<file path="config.mk">
export PLATFORM = sky130hd
export DESIGN_NAME = pcd_queue
export DESIGN_NICKNAME = d
export VERILOG_FILES = /design/src/rtl/pcd_queue.sv
export SDC_FILE = /design/constraint.sdc
export NUM_CORES = 1
export LEC_CHECK = 0
export BUFFER_PORTS_ARGS = -buffer_cell sky130_fd_sc_hd__buf_4
export CAP_MARGIN = 10
export CORE_MARGIN = 2
export CORE_UTILIZATION = 45
export DETAILED_ROUTE_END_ITERATION = 12
export GPL_TIMING_DRIVEN = 0
export PLACE_DENSITY = 0.68
export SKIP_LAST_GASP = 1
export SYNTH_ARGS = -nofsm -noshare
export SYNTH_HDL_FRONTEND = slang
export SYNTH_SLANG_ARGS = --single-unit
</file>
<file path="constraint.sdc">
create_clock -name i_clk -period 1.9 [get_ports i_clk]
set_clock_uncertainty 0.1 [all_clocks]
set_input_delay 0.38 -clock i_clk [delete_from_list [all_inputs] [get_ports i_clk]]
set_output_delay 0.38 -clock i_clk [all_outputs]
set_load 0.02 [all_outputs]
</file>
<file path="src/rtl/pcd_queue.sv">
// two-entry job queue between loader and checker
module pcd_queue #(
    parameter int W = 8
) (
    input  logic         i_clk,
    input  logic         i_rst_n,
    input  logic         i_push,
    input  logic [W-1:0] i_data,
    input  logic         i_pop,
    output logic [W-1:0] o_data,
    output logic         o_empty,
    output logic         o_full
);
    logic [W-1:0] r_slot0;
    logic [W-1:0] r_slot1;
    logic [1:0]   r_cnt;

    assign o_data  = r_slot0;
    assign o_empty = (r_cnt == 2'd0);
    assign o_full  = (r_cnt == 2'd2);

    always_ff @(posedge i_clk) begin
        if (!i_rst_n) begin
            r_cnt <= 2'd0;
        end else begin
            case ({i_push, i_pop})
                2'b10: r_cnt <= r_cnt + 2'd1;
                2'b01: r_cnt <= r_cnt - 2'd1;
                default: r_cnt <= r_cnt;
            endcase
        end
    end

    always_ff @(posedge i_clk) begin
        if (i_pop) begin
            r_slot0 <= (i_push && r_cnt == 2'd1) ? i_data : r_slot1;
        end else if (i_push && r_cnt == 2'd0) begin
            r_slot0 <= i_data;
        end
        if (i_push && ((r_cnt == 2'd1 && !i_pop) || (r_cnt == 2'd2 && i_pop))) begin
            r_slot1 <= i_data;
        end
    end
endmodule

</file>
==> metrics.yaml <==
status: "completed"
post_cts_buffers: 0
crit_required_ps: 1730
yosysTopAreaCell: "edfxtp_1"
diodes: 0
vias_per_cell: 5.10
syn2layout_area_growth_pct: 27.1
grt_pass1_wl_um: 1990
slew_violations: 0
insertion_delay_ps: 290
drc: 0
maxCapViolCount: 0
syn_nets: 58
antenna_found_initial: 0
cts_buffer_depth: 2
fin_ws_ps: 168
die_area_mm2: 0.00202
die_h_um: 44.9
slew_headroom_pct: 52.6
p_leak_nw: 0.403
fillers: 124
tightest_slew_ps: 708
switching_share_pct: 26.1
max-vdd-ir-drop_v: 0.000547
crit_path_start_kind: "register"
final_hold_viol_count: 0
synth_area_um2: 753
rsz0062_at_grt: "false"
synth_top_area_share_pct: 63.8
cts_buffers: 3
p_int_w: 0.000646
finalNonFillerCells: 83
multi_input_area_um2: 221
yosysSeqAreaShare_pct: 69.1
fmax_mhz: 577
yosys_warnings: 0
cts_sinks: 18
synth_cells: 42
postCtsHoldBufs: 0
clock_power_share_pct: 21.9
h-tree-depth: 1
final_common_cell: "buf_4"
crit_type: "register to register"
switching_power_w: 0.000228
drive_gt1_share_pct: 50.7
routed_wl_um: 1170
whs_ps: 170
layout_common_cells: "buf_4, edfxtp_1, mux2_2, ha_1"
dpl_worst_slack_ps: 181
fin_crit_sh_pct: 91.2
io_pins: 22
synthTopCellsByArea: "edfxtp_1, mux2_2, ha_1"
critPathMaxStageDelay_ps: 550
drt_iter0_drc: 13
syn_area_per_cell_um2: 17.9
track_usage_pct: 14.3
grt-ovfl-total: 0
avgRoutedWirePerCell_um: 14.1
cellPowerDensity_mw_per_mm2: 913
grt_pass1_vias: 457
ys_ff_latch: 18
ctsResizeCount: 0
seqPwrFrac_pct: 56.0
cp_data_arrival_time_ps: 1560
num_vias: 423
path_max_fanout: 8
ctsRootBufferMaster: "clkbuf_4"
initial_utilization_pct: 48.9
detail-route-antenna-nets: 0
min_path_type: "input pin to register"
grt_max_degree: 11
clk_pin_slew_ps: 100
crit_slowest_cell: "nor2_1"
tritoncts: "built"
final_nets: 84
num_rows: 14
path_cells: "inv_1, ha_1, mux2i_1, nor2_1"
gp_congestion: 0.688
first_pass_iters: 4
die_x_um: 44.9
power_frac_comb_pct: 22.1
io_buffers: 21
setup_violations: 0
period_minus_slack_ps: 1730
seq_area_um2: 520
place_inst: 79
coreArea_mm2: 0.00154
synth_cell_types: 14
cp-end-kind: "register"
fin_setup_tns_ps: 0
-- cells by family (layout without fill, tap and decap cells) --
group	count (synthesis)	count (layout)	synth area share [%]
AO/OA/AOI/OAI	3	3	4.98
XOR/XNOR	2	2	2.33
adder cells (fa/ha/maj)	4	4	6.64
buffers and inverters	3	28	1.49
flip-flops	18	18	69.1
multiplexers	9	9	13.3
AND/OR/NAND/NOR	3	3	2.16
-- state kept, by name (all words and copies together) (netlist names) --
signal   cells
o_data       8
r_cnt        2
r_slot1      8
-- Yosys cell counts --
library cell	count
xnor2_1	1
xor2_1	1
a21o_2	1
ha_1	4
nand2b_1	1
mux2_2	8
edfxtp_1	16
nor2_1	1
and2_1	1
mux2i_1	1
o211a_1	1
inv_1	3
a21boi_4	1
dfxtp_1	2
-- layout make-up --
| class | instances | area share (%) |
|---|---|---|
| inverters | 3 | 1.18 |
| well taps | 16 | 2.09 |
| clock buffers | 3 | 2.35 |
| multi-input cells | 21 | 23.1 |
| flip-flops and latches | 18 | 54.4 |
| clock inverters | 1 | 0.392 |
| repair buffers | 21 | 16.5 |
-- critical path: cells and delay by family, from the launching register on --
family | cells | cell delay, ps
AND/OR/NAND/NOR | 1 | 550
flip-flops | 1 | 340
adder cells (fa/ha/maj) | 1 | 220
multiplexers | 1 | 90
buffers and inverters | 1 | 80
-- through the flow --
stage | util, % | power (W) | area (um^2)
after floorplan | - | 0.000614 | 753
after global placement | 60.4 | 0.000689 | 931
after detailed placement | 60.4 | 0.000693 | 931
after CTS | 62.1 | 0.000885 | 957
after global routing | 62.1 | 0.000919 | 957
final | 62.1 | 0.000874 | 957
-- power groups by stage --
stage	Clock (W)	Sequential [W]	Combinational (W)
3_3_place_gp	0	0.000497	0.000192
5_1_grt	0.000214	0.000492	0.000213
6_report	0.000191	0.000489	0.000193
4_1_cts	0.000199	0.000489	0.000196
3_5_place_dp	0	0.000499	0.000195
2_1_floorplan	0	0.000523	0.0000909
-- routing by layer --
metal | track usage (%) | vias up | part of all wire (%)
met5 | 0 | - | 0
met4 | 7.06 | 0 | 0
met3 | 4.00 | 0 | 6.2
met2 | 22.6 | 15 | 46
met1 | 18.3 | 201 | 48
li1 | - | 207 | -
-- path summary, 6_finish.rpt --
kind / start / to / slack [ps] / depth (start not counted)
max: r_cnt[1] / r_slot1[7] / 170 / 4
min: i_data[5] / r_slot1[5] / 170 / 1
max reg2reg: r_cnt[1] / r_slot1[7] / 170 / 4
min reg2reg: r_slot1[0] / o_data[0] / 460 / 1
(Power assumes the default switching activity.)
