File: src/rtl/pcd_pkg.sv
// shared field widths for the path conflict detector
package pcd_pkg;
    localparam int ROW_W   = 6;
    localparam int COL_W   = 6;
    localparam int TIME_W  = 16;
    localparam int AGENT_W = 4;
endpackage

File: src/rtl/pcd_loader.sv
// front end: accepts path points, writes the path store, closes paths and sets
module pcd_loader import pcd_pkg::*; #(
    parameter int MAX_AGENTS = 16,
    parameter int MAX_STEPS  = 64,
    parameter int GRID_SIDE  = 64,
    localparam int AW = (MAX_AGENTS > 1) ? $clog2(MAX_AGENTS) : 1,
    localparam int CW = $clog2(MAX_AGENTS + 1),
    localparam int SW = (MAX_STEPS > 1) ? $clog2(MAX_STEPS) : 1,
    localparam int LW = $clog2(MAX_STEPS + 1),
    localparam int GW = (GRID_SIDE > 1) ? $clog2(GRID_SIDE) : 1
) (
    input  logic              i_clk,
    input  logic              i_rst_n,
    input  logic              i_in_valid,
    output logic              o_in_stall,
    input  logic [ROW_W-1:0]  i_cell_row,
    input  logic [COL_W-1:0]  i_cell_col,
    input  logic [TIME_W-1:0] i_arrival_time,
    input  logic              i_path_end,
    input  logic              i_set_end,
    input  logic              i_q_full,
    input  logic              i_done,
    output logic              o_cell_we,
    output logic [AW-1:0]     o_cell_agent,
    output logic [SW-1:0]     o_cell_step,
    output logic [2*GW-1:0]   o_cell_data,
    output logic              o_len_we,
    output logic [AW-1:0]     o_len_agent,
    output logic [LW-1:0]     o_len_data,
    output logic [TIME_W-1:0] o_goal_data,
    output logic              o_job_push,
    output logic [CW-1:0]     o_job_count,
    output logic              o_job_ovf
);
    logic [CW-1:0] r_agent_cnt, n_agent_cnt;
    logic [LW-1:0] r_step_cnt, n_step_cnt;
    logic          r_ovf, n_ovf;
    logic          r_busy;
    logic          acc;
    logic [GW-1:0] row_s, col_s;

    assign o_in_stall = r_busy || i_q_full;
    assign acc        = i_in_valid && !o_in_stall;

    // clamp to the grid
    assign row_s = (32'(i_cell_row) > GRID_SIDE - 1) ? GW'(GRID_SIDE - 1) : GW'(i_cell_row);
    assign col_s = (32'(i_cell_col) > GRID_SIDE - 1) ? GW'(GRID_SIDE - 1) : GW'(i_cell_col);

    always_comb begin
        n_agent_cnt  = r_agent_cnt;
        n_step_cnt   = r_step_cnt;
        n_ovf        = r_ovf;
        o_cell_we    = 1'b0;
        o_len_we     = 1'b0;
        o_cell_agent = r_agent_cnt[AW-1:0];
        o_len_agent  = r_agent_cnt[AW-1:0];
        o_cell_step  = r_step_cnt[SW-1:0];
        o_cell_data  = {row_s, col_s};
        o_goal_data  = i_arrival_time;
        o_len_data   = r_step_cnt;
        if (acc) begin
            if (32'(r_agent_cnt) >= MAX_AGENTS) begin
                n_ovf = 1'b1;
            end else begin
                if (32'(r_step_cnt) >= MAX_STEPS) begin
                    n_ovf = 1'b1;
                end else begin
                    o_cell_we  = 1'b1;
                    n_step_cnt = r_step_cnt + LW'(1);
                end
                if ((i_path_end || i_set_end) && n_step_cnt != '0) begin
                    o_len_we    = 1'b1;
                    o_len_data  = n_step_cnt;
                    n_agent_cnt = r_agent_cnt + CW'(1);
                    n_step_cnt  = '0;
                end
            end
        end
        o_job_push  = acc && i_set_end;
        o_job_count = n_agent_cnt;
        o_job_ovf   = n_ovf;
        if (o_job_push) begin
            n_agent_cnt = '0;
            n_step_cnt  = '0;
            n_ovf       = 1'b0;
        end
    end

    always_ff @(posedge i_clk) begin
        if (!i_rst_n) begin
            r_agent_cnt <= '0;
            r_step_cnt  <= '0;
            r_ovf       <= 1'b0;
            r_busy      <= 1'b0;
        end else begin
            r_agent_cnt <= n_agent_cnt;
            r_step_cnt  <= n_step_cnt;
            r_ovf       <= n_ovf;
            if (o_job_push) begin
                r_busy <= 1'b1;
            end else if (i_done) begin
                r_busy <= 1'b0;
            end
        end
    end
endmodule

File: config.mk
export PLATFORM = sky130hd
export DESIGN_NAME = pcd_loader
export DESIGN_NICKNAME = d
export VERILOG_FILES = /design/src/rtl/pcd_pkg.sv /design/src/rtl/pcd_loader.sv
export SDC_FILE = /design/constraint.sdc
export NUM_CORES = 1
export LEC_CHECK = 0
export BUFFER_PORTS_ARGS = -buffer_cell sky130_fd_sc_hd__buf_2
export CAP_MARGIN = 0
export CORE_ASPECT_RATIO = 1.2
export CORE_UTILIZATION = 45
export CTS_BUF_LIST = sky130_fd_sc_hd__clkbuf_4 sky130_fd_sc_hd__clkbuf_8
export DETAILED_ROUTE_END_ITERATION = 10
export GPL_ROUTABILITY_DRIVEN = 0
export HOLD_SLACK_MARGIN = 0.03
export PLACE_DENSITY = 0.94
export SLEW_MARGIN = 40
export SYNTH_ARGS = -nofsm -noshare
export SYNTH_HDL_FRONTEND = slang
export SYNTH_SLANG_ARGS = --single-unit
File: constraint.sdc
create_clock -name i_clk -period 5.2 [get_ports i_clk]
set_input_delay 1.3 -clock i_clk [delete_from_list [all_inputs] [get_ports i_clk]]
set_output_delay 1.3 -clock i_clk [all_outputs]
set_load 0.02 [all_outputs]
==> results.toml, run 1 <==
[run_status]
run_status = "finished, final reports clean"

[yosys]
synth_nets = 212
syn_inst = 173
synth_area_um2 = 1460
ys_seq_area_share_pct = 19.2
syn_avg_cell_area_um2 = 8.42
synth_seq_cells = 14
ys_types = 49
yosysWarnings = 0
synthFlopType = "dfxtp_1"
async_reset_ff_share_pct = 0
synth_edf_count = 0

[floorplan]
die_w_um = 53.9
die_area_um2 = 3470
die_h_um = 64.3
initial_core_util_pct = 47.2
num_io_pins = 94
core_area_um2 = 3080
row_count = 22

[grt]
antenna_found_initial = 0
grt_pass1_wl_mm = 4.74
grt_pass1_vias = 1092
gr-total-overflow = 0
grt_max_degree = 14
grt_usage_pct = 18.2

[placed_design]
port_buffers = 37
dp_hpwl_mm = 2.21
pre_cts_ws_ns = 0.819

[detailed_routing]
initialDrtViolationCount = 48
drc = 0
wl_mm = 2.99
ant_nets = 0
num_vias = 1147
wl_per_cell_um = 15.0
dr.pass1.iters = 4
drt-vias-per-instance = 5.76

[power_and_ir_drop]
powerDensity_nw_per_um2 = 162
leakagePower_nw = 0.676
ir_drop_v = 0.000140

[clock_tree]
cts_tree = "yes"
clkTransAtPathRegs_ns = 0.08
cts_hold_buffers = 0
root_buffer = "clkbuf_4"
htreeDepth = 1
clock_sinks = 14
cts_setup_buffers = 0
clock_latency_ns = 0.28
cts_buffers = 3
cts.path.max_buffers = 2
cts_resized = 0

[critical_path]
timing.rr.start = "r_step_cnt[0]$_SDFFE_PP0P_"
start_kind = "input port"
critPathKind = "in2out"
slowest_delay_ns = 0.40
slowest_stage = "a31oi_4"
cpMostUsedCell = "buf_2"
critical_path.max_fanout = 12
required_ns = 3.90
path_buf_inv = 2
cp.arrival_ns = 2.93
cp_cell_sequence = "buf_2 > nor4b_2 > o21ai_2 > a31oi_4 > mux2_4 > buf_2"
critPathTopFamily = "compound AO/OA/AOI/OAI gates"
critical_path.startpoint = "i_q_full"
setup.worst_path.end_class = "output pin"

[sta]
maxSlewViolCount = 0
fmax_ghz = 0.237
finClkSkew_ns = 0.00388
worstMarginPinSlew_ns = 0.545
fin_crit_ns = 4.23
worst_slack_ns = 0.972
hold_viol = 0
post-route-period-util_pct = 81.3
hold_ws_ns = 0.558
slew_headroom_pct = 63.5
finalSetupTns_ns = 0
rsz0062_at_grt = "false"
finalSetupViolCount = 0

[final_layout]
areaGrowthSynthToFinish_pct = -7.65
diodes = 0
nets = 204
drive_above_1_share_pct = 32.5
layout_common_cells = "buf_2 (37), dfxtp_1 (14), nor3_1 (11)"
final_common_cell = "buf_2"
nFillCells = 325

[worst_hold_path]
hp-class = "reg2reg"
hold_start = "r_ovf$_SDFF_PP0_"

[run]
cap_viol_max_count = 0
-- registers in the layout, indices dropped and copies added, names as in the netlist --
name and flops:
r_step_cnt 7, r_agent_cnt 5, r_busy 1, r_ovf 1
-- cells in the mapped netlist (2+ instances only) --
cell,n,share of area (%)
buf_4,43,22
or3_1,2,0.86
dfxtp_1,14,19
nand4b_1,2,1.2
xor2_1,4,2.4
a32oi_1,2,1.2
a21oi_1,4,1.4
nand2b_1,3,1.3
inv_1,6,1.5
nand2_1,5,1.3
buf_6,2,1.5
nor3_1,11,3.8
nor2b_1,3,1.3
o311ai_0,2,1.2
buf_2,3,1.0
a21o_1,2,1.0
o21ai_0,6,2.1
xnor2_1,7,4.2
and3_1,3,1.3
o21a_1,2,1.0
a31oi_1,2,0.86
nand4_1,2,0.86
ha_1,4,3.4
nand3_1,7,2.4
nor2_1,7,1.8
clkbuf_1,2,0.52
-- power breakdown --
part | leakage (nW) | switching (mW) | internal, mW
combinational | 0.549 | 0.0294 | 0.0159
clock | 0.0138 | 0.0339 | 0.0269
sequential | 0.113 | 0.00323 | 0.109
total | 0.676 | 0.0666 | 0.152
-- worst reg2reg max path, stage by stage (launching register included) --
cell and delay, ns:
dfxtp_1 0.49, inv_1 0.15, ha_1 0.36, nor4_2 0.29, and3_1 0.46, a31oi_4 0.26
nor3_1 0.23
-- metrics by stage --
step	cell area, um^2	util (%)	instances	total power, mW
2_1_floorplan	1460	-	173	0.181
3_3_place_gp	1320	42.8	196	0.159
3_5_place_dp	1320	42.8	196	0.160
4_1_cts	1340	43.5	199	0.220
5_1_grt	1350	43.6	199	0.231
6_report	1350	43.6	199	0.218
-- metal layers --
layer	share of wire [%]	GRT usage, %
met1	40	20.7
met2	48	28.7
met3	8.2	4.05
met4	3.7	13.2
met5	0	0
-- kinds of logic after synthesis --
group / synth area share [%]
AOI/OAI and AO/OA: 14.5
muxes: 2.49
xor gates and xnor gates: 8.85
DFF: 19.2
adders and majority gates: 3.44
and+or+nand+nor: 24.7
buffers and inverters: 26.8
-- path summary, 6_finish.rpt --
check / to / slack, ns / cells past startpoint
max: o_job_count[1] / 0.97 / 6
min: r_ovf$_SDFF_PP0_ / 0.56 / 2
max reg2reg: r_step_cnt[3]$_SDFFE_PP0P_ / 2.90 / 6
min reg2reg: r_ovf$_SDFF_PP0_ / 0.56 / 2
-- area by class of cell --
type                            count  area, um^2  share of cell area, %
Sequential cell                    14         280                   20.8
Timing Repair Buffer               37         185                   13.8
Clock buffer                        3        22.5                   1.67
Inverter                            6        22.5                   1.67
Tap cell                           36        45.0                   3.35
Multi-Input combinational cell    103         790                   58.7
No activity file was read; power rests on OpenSTA's default activity.
==> inputs of run 2 (changes only) <==
--- a/config.mk
+++ b/config.mk
@@ -8,12 +8,12 @@
 export BUFFER_PORTS_ARGS = -buffer_cell sky130_fd_sc_hd__buf_2
 export CAP_MARGIN = 0
 export CORE_ASPECT_RATIO = 1.2
-export CORE_UTILIZATION = 45
+export CORE_UTILIZATION = 44
 export CTS_BUF_LIST = sky130_fd_sc_hd__clkbuf_4 sky130_fd_sc_hd__clkbuf_8
 export DETAILED_ROUTE_END_ITERATION = 10
 export GPL_ROUTABILITY_DRIVEN = 0
 export HOLD_SLACK_MARGIN = 0.03
-export PLACE_DENSITY = 0.94
+export PLACE_DENSITY = 0.92
 export SLEW_MARGIN = 40
 export SYNTH_ARGS = -nofsm -noshare
 export SYNTH_HDL_FRONTEND = slang
==> constraint.sdc (replaced) <==
create_clock -name i_clk -period 4.4 [get_ports i_clk]
set_input_delay 1.1 -clock i_clk [delete_from_list [all_inputs] [get_ports i_clk]]
set_output_delay 1.1 -clock i_clk [all_outputs]
set_load 0.02 [all_outputs]
==> run 2 against run 1 <==
Routed wire length down 0.77%. Via count is 1.6% higher. Non-clock buffer count is 1 higher. Critical endpoint is now o_job_count[2]. Largest power group unchanged.
==> results.toml, run 2 (synthesized netlist as in run 1, its figures left out) <==
[run_status]
run_status = "finished, final reports clean"

[grt]
grt_pass1_wl_mm = 4.82
grt_pass1_vias = 1110
grt_usage_pct = 18.8
antenna_found_initial = 0
gr-total-overflow = 0
grt_max_degree = 14

[critical_path]
setup.worst_path.end_class = "output pin"
slowest_stage = "nor4b_2"
cp_cell_sequence = "buf_2 > nor4b_2 > o21ai_1 > buf_4 > nor3b_1 > o21ai_0 > nand3_1 > buf_2"
start_kind = "input port"
critPathKind = "in2out"
path_buf_inv = 3
critPathTopFamily = "simple AND/OR/NAND/NOR gates"
critical_path.max_fanout = 7
cp.arrival_ns = 2.82
slowest_delay_ns = 0.34
required_ns = 3.30
cpMostUsedCell = "buf_2"

[sta]
worstMarginPinSlew_ns = 0.526
fmax_ghz = 0.255
finalSetupViolCount = 0
post-route-period-util_pct = 89.1
maxSlewViolCount = 0
fin_crit_ns = 3.92
rsz0062_at_grt = "false"
hold_viol = 0
slew_headroom_pct = 64.8
finalSetupTns_ns = 0
finClkSkew_ns = 0.00114
hold_ws_ns = 0.547
worst_slack_ns = 0.478

[clock_tree]
cts_resized = 0
cts_hold_buffers = 0
clkTransAtPathRegs_ns = 0.08
clock_sinks = 14
cts_buffers = 3
clock_latency_ns = 0.29
cts.path.max_buffers = 2
htreeDepth = 1
cts_tree = "yes"
cts_setup_buffers = 0
root_buffer = "clkbuf_4"

[run]
cap_viol_max_count = 0

[floorplan]
initial_core_util_pct = 46.8
num_io_pins = 94
core_area_um2 = 3110
row_count = 22
die_h_um = 65.0
die_w_um = 54.5
die_area_um2 = 3550

[detailed_routing]
wl_per_cell_um = 14.9
drc = 0
initialDrtViolationCount = 27
wl_mm = 2.97
dr_wl_met3_um = 218
drt-vias-per-instance = 5.83
dr.max_layer_used = "met4"
drt-met1-wl_mm = 1.20
wl_met2_mm = 1.43
num_vias = 1165
ant_nets = 0
dr.pass1.iters = 4

[worst_hold_path]
hp-class = "reg2reg"

[final_layout]
final_common_cell = "buf_2"
nFillCells = 323
areaGrowthSynthToFinish_pct = -7.39
diodes = 0
multi_input_area_um2 = 786
top_register = "r_step_cnt"
nets = 205
largestRegisters = "r_step_cnt x7, r_agent_cnt x5"
final-seq-area_um2 = 280
largest_register_ffs = 7
layout_common_cells = "buf_2 (37), dfxtp_1 (14), nor3_1 (11)"
finalNonFillerCells = 200
drive_above_1_share_pct = 32.3

[power_and_ir_drop]
clkPwrFrac_pct = 28.4
power_switching_uw = 81.0
p_int_uw = 180
leakagePower_nw = 0.679
p_comb_share_pct = 20.8
p_total_uw = 261
sw_frac_of_total_pct = 31.0
ir_drop_v = 0.000146
powerDensity_nw_per_um2 = 193
seqPwrFrac_pct = 50.8

[placed_design]
dp_cells = 197
port_buffers = 37
dp_hpwl_mm = 2.22
pre_cts_ws_ns = 0.544
## run 2: cell types whose count changed in the layout (fill, tap and decap cells not counted), sizes merged
cell,delta
buf,+1
## run 2: path summary, 6_finish.rpt
| path | slack (ns) | from | depth (start not counted) | end |
|---|---|---|---|---|
| max | 0.48 | i_q_full | 8 | o_job_count[2] |
| min | 0.55 | r_ovf$_SDFF_PP0_ | 2 | r_ovf$_SDFF_PP0_ |
| max reg2reg | 2.11 | r_step_cnt[0]$_SDFFE_PP0P_ | 6 | r_step_cnt[2]$_SDFFE_PP0P_ |
| min reg2reg | 0.55 | r_ovf$_SDFF_PP0_ | 2 | r_ovf$_SDFF_PP0_ |
## run 2: routing by layer
metal,track usage (%),vias up
met4,13.8,0
met1,21.3,539
met5,0,-
li1,-,545
met3,3.76,17
met2,29.7,64
## run 2: through the flow
stage,instance area [um^2],utilization (%)
finish,1350,43.4
global route,1350,43.4
CTS,1350,43.4
detailed placement,1330,42.6
global placement,1330,42.6
floorplan,1460,-
## run 2: area by class of cell
| cell class | instances | area share, % |
|---|---|---|
| clock buffers | 3 | 1.67 |
| inverters | 6 | 1.67 |
| multi-input cells | 103 | 58.3 |
| flip-flops and latches | 14 | 20.8 |
| well taps | 36 | 3.34 |
| repair buffers | 38 | 14.3 |
## run 2: power groups by stage
stage               Combinational (mW)  Clock [mW]  Sequential, mW
global placement                0.0531           0           0.135
detailed placement              0.0540           0           0.136
CTS                             0.0543      0.0758           0.133
finish                          0.0543      0.0740           0.132
global route                    0.0593      0.0828           0.133
floorplan                       0.0794           0           0.135
## run 2: tightest hold or removal path: stages, from the launching register on
cell and delay [ns]:
dfxtp_1 0.31, nand2b_1 0.10, and2_1 0.11
